[config.mk]
export PLATFORM = sky130hd
export DESIGN_NAME = fwsr_kin
export DESIGN_NICKNAME = d
export VERILOG_FILES = /design/src/hdl/four_wheel_steer_reference_core_assert.svh /design/src/hdl/fwsr_pkg.sv /design/src/hdl/fwsr_kin.sv
export SDC_FILE = /design/constraint.sdc
export NUM_CORES = 2
export LEC_CHECK = 0
export BUFFER_PORTS_ARGS = -buffer_cell sky130_fd_sc_hd__buf_4
export CORE_MARGIN = 8
export CORE_UTILIZATION = 25
export DETAILED_ROUTE_END_ITERATION = 8
export PLACE_DENSITY = 0.37
export SYNTH_ARGS = -nofsm -noshare
export SYNTH_HDL_FRONTEND = slang
export SYNTH_SLANG_ARGS = --single-unit
[constraint.sdc]
create_clock -name clk -period 10.6 [get_ports clk]
set_input_delay 2.12 -clock clk [delete_from_list [all_inputs] [get_ports clk]]
set_output_delay 2.12 -clock clk [all_outputs]
set_load 0.01 [all_outputs]
[src/hdl/four_wheel_steer_reference_core_assert.svh]
// ----------------------------------------------------------------------------
// Assertion macros for the four-wheel steering reference core
// Same-cycle and next-cycle implication checks, reset-qualified.
// ----------------------------------------------------------------------------
`ifndef FOUR_WHEEL_STEER_REFERENCE_CORE_ASSERT_SVH
`define FOUR_WHEEL_STEER_REFERENCE_CORE_ASSERT_SVH

// Consequent must hold in the same cycle as the antecedent
`define FWSR_ASSERT_NOW(label, clk, rst_n, ante, cons, msg) \
    label: assert property (@(posedge clk) disable iff (!rst_n) (ante) |-> (cons)) \
        else $error(msg);

// Consequent must hold in the cycle after the antecedent
`define FWSR_ASSERT_NEXT(label, clk, rst_n, ante, cons, msg) \
    label: assert property (@(posedge clk) disable iff (!rst_n) (ante) |=> (cons)) \
        else $error(msg);

`endif

[src/hdl/fwsr_pkg.sv]
// ----------------------------------------------------------------------------
// fwsr_pkg
// Shared constants, types and tables of the four-wheel steering reference.
// ----------------------------------------------------------------------------
package fwsr_pkg;

    // CORDIC depth, capped by the arctangent table
    localparam int CORDIC_STAGES = 16;
    localparam int MAX_CORDIC    = 24;
    localparam int CORDIC_USED   = (CORDIC_STAGES > MAX_CORDIC) ? MAX_CORDIC : CORDIC_STAGES;

    // Square root: 28 result bits, two bits per stage
    localparam int SQ_BITS = 28;
    localparam int SQ_STG  = SQ_BITS / 2;
    localparam int NW      = 2 * SQ_BITS;
    localparam int RW      = 30;

    // Stage counts
    localparam int CORE_STG = (CORDIC_USED > SQ_STG) ? CORDIC_USED : SQ_STG;
    localparam int KIN_STG  = 3;
    localparam int LANE_STG = CORE_STG + 4;
    localparam int PIPE_STG = KIN_STG + LANE_STG;

    // Datapath widths
    localparam int VW = 48;
    localparam int CW = 50;
    localparam int ZW = 35;
    localparam int BIG_SHIFT = 39;

    localparam logic signed [ZW-1:0] PI_Q30      = 35'sd3373259426;
    localparam logic signed [15:0]   PI_Q13      = 16'sd25736;
    localparam logic signed [15:0]   HALF_PI_Q13 = 16'sd12868;

    typedef logic signed [VW-1:0] vel_t;

    // Configuration register indexes
    typedef enum logic {
        REG_HALF_LENGTH = 1'b0,
        REG_HALF_WIDTH  = 1'b1
    } cfg_reg_t;

    // State of one wheel lane in the CORDIC / square-root section
    typedef struct packed {
        logic signed [CW-1:0] x;
        logic signed [CW-1:0] y;
        logic signed [ZW-1:0] z;
        logic [NW-1:0]        rad;
        logic [RW-1:0]        rem;
        logic [SQ_BITS-1:0]   root;
        logic                 neg;
        logic                 big;
        logic                 spec;
        logic signed [15:0]   spec_ang;
    } core_t;

    // floor(atan(2^-i) * 2^30)
    function automatic logic [29:0] atan_q30(input logic [4:0] idx);
        logic [29:0] r;
        case (idx)
            5'd0:    r = 30'd843314856;
            5'd1:    r = 30'd497837829;
            5'd2:    r = 30'd263043836;
            5'd3:    r = 30'd133525158;
            5'd4:    r = 30'd67021686;
            5'd5:    r = 30'd33543515;
            5'd6:    r = 30'd16775850;
            5'd7:    r = 30'd8388437;
            5'd8:    r = 30'd4194282;
            5'd9:    r = 30'd2097149;
            5'd10:   r = 30'd1048575;
            5'd11:   r = 30'd524287;
            5'd12:   r = 30'd262143;
            5'd13:   r = 30'd131071;
            5'd14:   r = 30'd65535;
            5'd15:   r = 30'd32767;
            5'd16:   r = 30'd16383;
            5'd17:   r = 30'd8191;
            5'd18:   r = 30'd4095;
            5'd19:   r = 30'd2047;
            5'd20:   r = 30'd1023;
            5'd21:   r = 30'd511;
            5'd22:   r = 30'd255;
            5'd23:   r = 30'd127;
            default: r = 30'd0;
        endcase
        return r;
    endfunction

endpackage

[src/hdl/fwsr_kin.sv]
// ----------------------------------------------------------------------------
// fwsr_kin
// Yaw rate and per-wheel velocity components, three register stages.
// ----------------------------------------------------------------------------
module fwsr_kin (
    input  logic                      clk,
    input  logic [fwsr_pkg::KIN_STG-1:0] en,
    input  logic signed [15:0]        ref_speed,
    input  logic signed [15:0]        ref_curvature,
    input  logic [14:0]               half_length,
    input  logic [14:0]               half_width,
    output fwsr_pkg::vel_t            vx [4],
    output fwsr_pkg::vel_t            vy [4]
);

    logic signed [31:0] w_reg;
    logic signed [15:0] v1_reg;
    logic signed [15:0] v2_reg;
    fwsr_pkg::vel_t     lw_reg;
    fwsr_pkg::vel_t     ww_reg;
    fwsr_pkg::vel_t     vbase;
    fwsr_pkg::vel_t     vx_reg [4];
    fwsr_pkg::vel_t     vy_reg [4];

    // Stage 1: yaw rate w = v * k
    always_ff @(posedge clk)
    begin
        if (en[0])
        begin
            w_reg  <= 32'(ref_speed) * 32'(ref_curvature);
            v1_reg <= ref_speed;
        end
    end

    // Stage 2: wheel offsets times yaw rate
    always_ff @(posedge clk)
    begin
        if (en[1])
        begin
            lw_reg <= fwsr_pkg::vel_t'($signed({1'b0, half_length})) * fwsr_pkg::vel_t'(w_reg);
            ww_reg <= fwsr_pkg::vel_t'($signed({1'b0, half_width})) * fwsr_pkg::vel_t'(w_reg);
            v2_reg <= v1_reg;
        end
    end

    // Stage 3: vx = v - y*w, vy = x*w per wheel
    assign vbase = fwsr_pkg::vel_t'(v2_reg) <<< 24;

    always_ff @(posedge clk)
    begin
        if (en[2])
        begin
            vx_reg[0] <= vbase - ww_reg;
            vx_reg[1] <= vbase - ww_reg;
            vx_reg[2] <= vbase + ww_reg;
            vx_reg[3] <= vbase + ww_reg;
            vy_reg[0] <= lw_reg;
            vy_reg[1] <= -lw_reg;
            vy_reg[2] <= -lw_reg;
            vy_reg[3] <= lw_reg;
        end
    end

    assign vx = vx_reg;
    assign vy = vy_reg;

endmodule

==> summary.txt <==
Logic synthesis
  • Synth Flop Type: edfxtp_1
  • Post-Syn Area: 0.0588 mm²
  • Seq/Total Area, Yosys: 17.9%
  • Yosys top cell by area: fa_1
  • Ys async rst share: 0%
  • Distinct cells, synth: 77
  • Syn Nets: 7518
  • Main area contributors after synthesis: fa_1 (40%), edfxtp_1 (18%), inv_1 (8.3%), ha_1 (7.6%), and2_1 (6.3%)
  • Post-Syn Area per Cell: 9.92 µm²
  • Synth Register Bits: 350
  • Yosys top cell area share: 39.9%
  • Post-synth EDFFs: 350
  • Ys Warns: 0
  • Post-synthesis cell count: 5923

Worst setup path
  • Worst-path maximum fanout: 32
  • Critical path's slowest cell: fa_1
  • CP most frequent cell: fa_1
  • Worst flop-to-flop path endpoint: lw_reg[41]$_DFFE_PP_
  • Crit path from: half_width[1]
  • Cells along the critical path: buf_4 > nand2_1 > fa_1 > fa_1 > fa_1 > inv_1 > fa_1 > fa_1 > inv_1 > fa_1 > inv_1 > ha_1 > a21oi_1 > o21ai_0 > a221o_1 > a221o_1 > a211o_1 > a31o_2 > a21oi_1 > o21ai_1 > a221oi_1 > xnor2_1
  • Reg2Reg Setup Slack: 2.80 ns
  • Critical path type: input port to register
  • Startpoint Class: input port
  • Worst Path Required: 10.97 ns
  • Critical Path AT: 8.97 ns
  • Reg2Reg Depth: 21
  • Max stage delay on crit path: 0.53 ns
  • Crit. End Element: register
  • Worst setup endpoint: ww_reg[46]$_DFFE_PP_
  • Worst flop-to-flop path startpoint: w_reg[13]$_DFFE_PP_

Timing
  • Max-slew headroom: 31.1%
  • Final Hold Viols: 0
  • Setup violators final: 0
  • Setup TNS: 0 ns
  • Worst Skew: 0.0290 ns
  • Fin crit period: 8.60 ns
  • Max-slew violation count: 0
  • Final period util: 81.2%
  • Worst-margin pin slew: 1.03 ns
  • Peak Freq: 116 MHz
  • RSZ-0062 raised after global routing: false

Clock tree
  • CTS clk-pin slew, worst paths: 0.07 ns
  • Max H-tree Level: 2
  • CTS root buffer: clkbuf_16
  • Clk_lat worst skew: 0.64 ns
  • Number of post-CTS setup repair buffers: 0
  • Longest Clk Path Bufs: 3
  • Cts repair resizes: 0
  • Hold_buf cts: 0
  • Clock Sinks: 350
  • Total CTS buffers: 43
  • CTS tree: built

Die
  • Starting density of the core: 25.1%
  • Die width: 501 µm
  • Die Area: 0.251 mm²
  • Core box area: 0.235 mm²
  • IO Count: 450
  • Die height: 501 µm
  • Row count: 178

Global route
  • First-pass GRT wire length: 268000 µm
  • Overflow after GRT: 0
  • Largest net degree at the start of global routing: 117
  • Initial antenna violation count: 15
  • Vias in the first global route: 43.6k
  • Tot GR Track Use: 13.8%

Run status
  • Status: completed

Layout
  • Area delta synth->final: 11.4%
  • Ratio of cells with drive above 1 in the final layout: 9.68%
  • Layout fillers: 24.9k
  • Nets@finish: 7616

Placed design
  • DPL Wire Length: 136000 µm
  • RD Place Congestion: 0.779
  • Number of I/O port buffers: 449

Run
  • Max Cap Viol: 0

Drt
  • Antenna-violating nets left: 0
  • DR vias: 39.1k
  • Post-DR wirelength/cell: 18.9 µm
  • 1st-iter DRT viols: 1863
  • Drt pass-1 iters: 5
  • Drt drc: 0
  • Vias/cell: 4.24
  • Final wirelength: 174000 µm

Min path
  • Hold path depth: 0
  • Hold Path Class: register to register
worst min-delay path by stage:
stage,startpoint,end,slack [ns]
final,v1_reg[6]$_DFFE_PP_,v2_reg[6]$_DFFE_PP_,0.42
after global routing,v1_reg[6]$_DFFE_PP_,v2_reg[6]$_DFFE_PP_,0.43
after CTS,v1_reg[6]$_DFFE_PP_,v2_reg[6]$_DFFE_PP_,0.42
after detailed placement,v1_reg[13]$_DFFE_PP_,v2_reg[13]$_DFFE_PP_,0.41
after global placement,v1_reg[14]$_DFFE_PP_,v2_reg[14]$_DFFE_PP_,0.41
after floorplan,v1_reg[0]$_DFFE_PP_,v2_reg[0]$_DFFE_PP_,0.40
critical path: cells and delay by family:
| kind | cells | cell delay (ns) |
|---|---|---|
| buffers and inverters | 4 | 0.51 |
| and+or+nand+nor | 1 | 0.15 |
| xor gates and xnor gates | 1 | 0.10 |
| AOI/OAI and AO/OA | 9 | 2.63 |
| adders and majority gates | 7 | 3.43 |
cells in the mapped netlist, types with 5 or more instances:
| master | number |
|---|---|
| a31o_2 | 6 |
| clkbuf_1 | 246 |
| a21oi_1 | 142 |
| xor2_1 | 69 |
| buf_4 | 194 |
| o31ai_1 | 6 |
| fa_1 | 1171 |
| nand3_1 | 30 |
| edfxtp_1 | 350 |
| ha_1 | 358 |
| and2_1 | 589 |
| nand2_1 | 718 |
| and3_1 | 22 |
| xnor2_1 | 174 |
| a31oi_1 | 10 |
| o21ai_0 | 81 |
| nand2b_1 | 22 |
| o21a_1 | 18 |
| a21o_1 | 74 |
| nor2_1 | 109 |
| a211oi_1 | 16 |
| nor4_1 | 20 |
| o211ai_1 | 13 |
| a21boi_0 | 5 |
| o21bai_1 | 25 |
| nor3_1 | 27 |
| inv_1 | 1301 |
| nor2b_1 | 18 |
| or3_1 | 5 |
| nand4_1 | 18 |
metal layers:
metal,share of wire [%],up-vias,GRT usage [%]
met3,4.1,158,1.70
met4,2.0,6,2.88
met5,0.020,-,0
met1,47,20372,19.0
li1,-,17790,-
met2,47,764,23.4
per-stage QoR:
| step | hold slack, ns | setup slack (ns) | instance area, µm² | utilization, % | cells |
|---|---|---|---|---|---|
| final | 0.420 | 2.00 | 65500 | 27.9 | 9210 |
| after global routing | 0.433 | 1.67 | 65400 | 27.9 | 9206 |
| after CTS | 0.421 | 2.06 | 65400 | 27.9 | 9205 |
| after detailed placement | 0.410 | 1.34 | 64100 | 27.3 | 9126 |
| after global placement | 0.406 | 1.42 | 64100 | 27.3 | 9126 |
| after floorplan | 0.400 | 2.12 | 58800 | - | 5923 |
cells by family (layout without fill, tap and decap cells):
| logic type | Yosys count | in the layout | share of synthesized area, % |
|---|---|---|---|
| buffers and inverters | 1742 | 1874 | 12.4 |
| other | 0 | 5 | 0 |
| AOI/OAI and AO/OA | 437 | 437 | 4.72 |
| and+or+nand+nor | 1620 | 1620 | 13.9 |
| adders and majority gates | 1529 | 1529 | 47.5 |
| xor gates and xnor gates | 243 | 243 | 3.62 |
| DFF | 350 | 350 | 17.9 |
| muxes | 2 | 2 | 0.0341 |
cell usage in the layout (no fill, tap or decap), types with 10 or more instances in the layout:
cell type and instances:
a211oi_1 16, a21o_1 74, a21oi_1 142, a31oi_1 10, and2_1 589, and3_1 22
buf_4 491, clkbuf_16 45, clkinv_1 13, edfxtp_1 350, fa_1 1171, ha_1 358
inv_1 1301, nand2_1 718, nand2b_1 22, nand3_1 30, nand4_1 18, nor2_1 109
nor2b_1 18, nor3_1 27, nor4_1 20, o211ai_1 13, o21a_1 18, o21ai_0 81
o21bai_1 25, xnor2_1 174, xor2_1 69
final cells by class:
class | instances | area, µm² | area share [%]
multi-input cells | 3831 | 41000 | 62.6
well taps | 3150 | 3940 | 6.02
flip-flops and latches | 350 | 10500 | 16.1
clock inverters | 30 | 245 | 0.375
clock buffers | 49 | 1140 | 1.74
inverters | 1301 | 4880 | 7.46
diodes | 5 | 12.5 | 0.0191
repair buffers | 494 | 3730 | 5.70
Power is left out: the tool's default activity adds up to more than one toggle a clock period on the data nets, which glitch-free logic cannot reach.
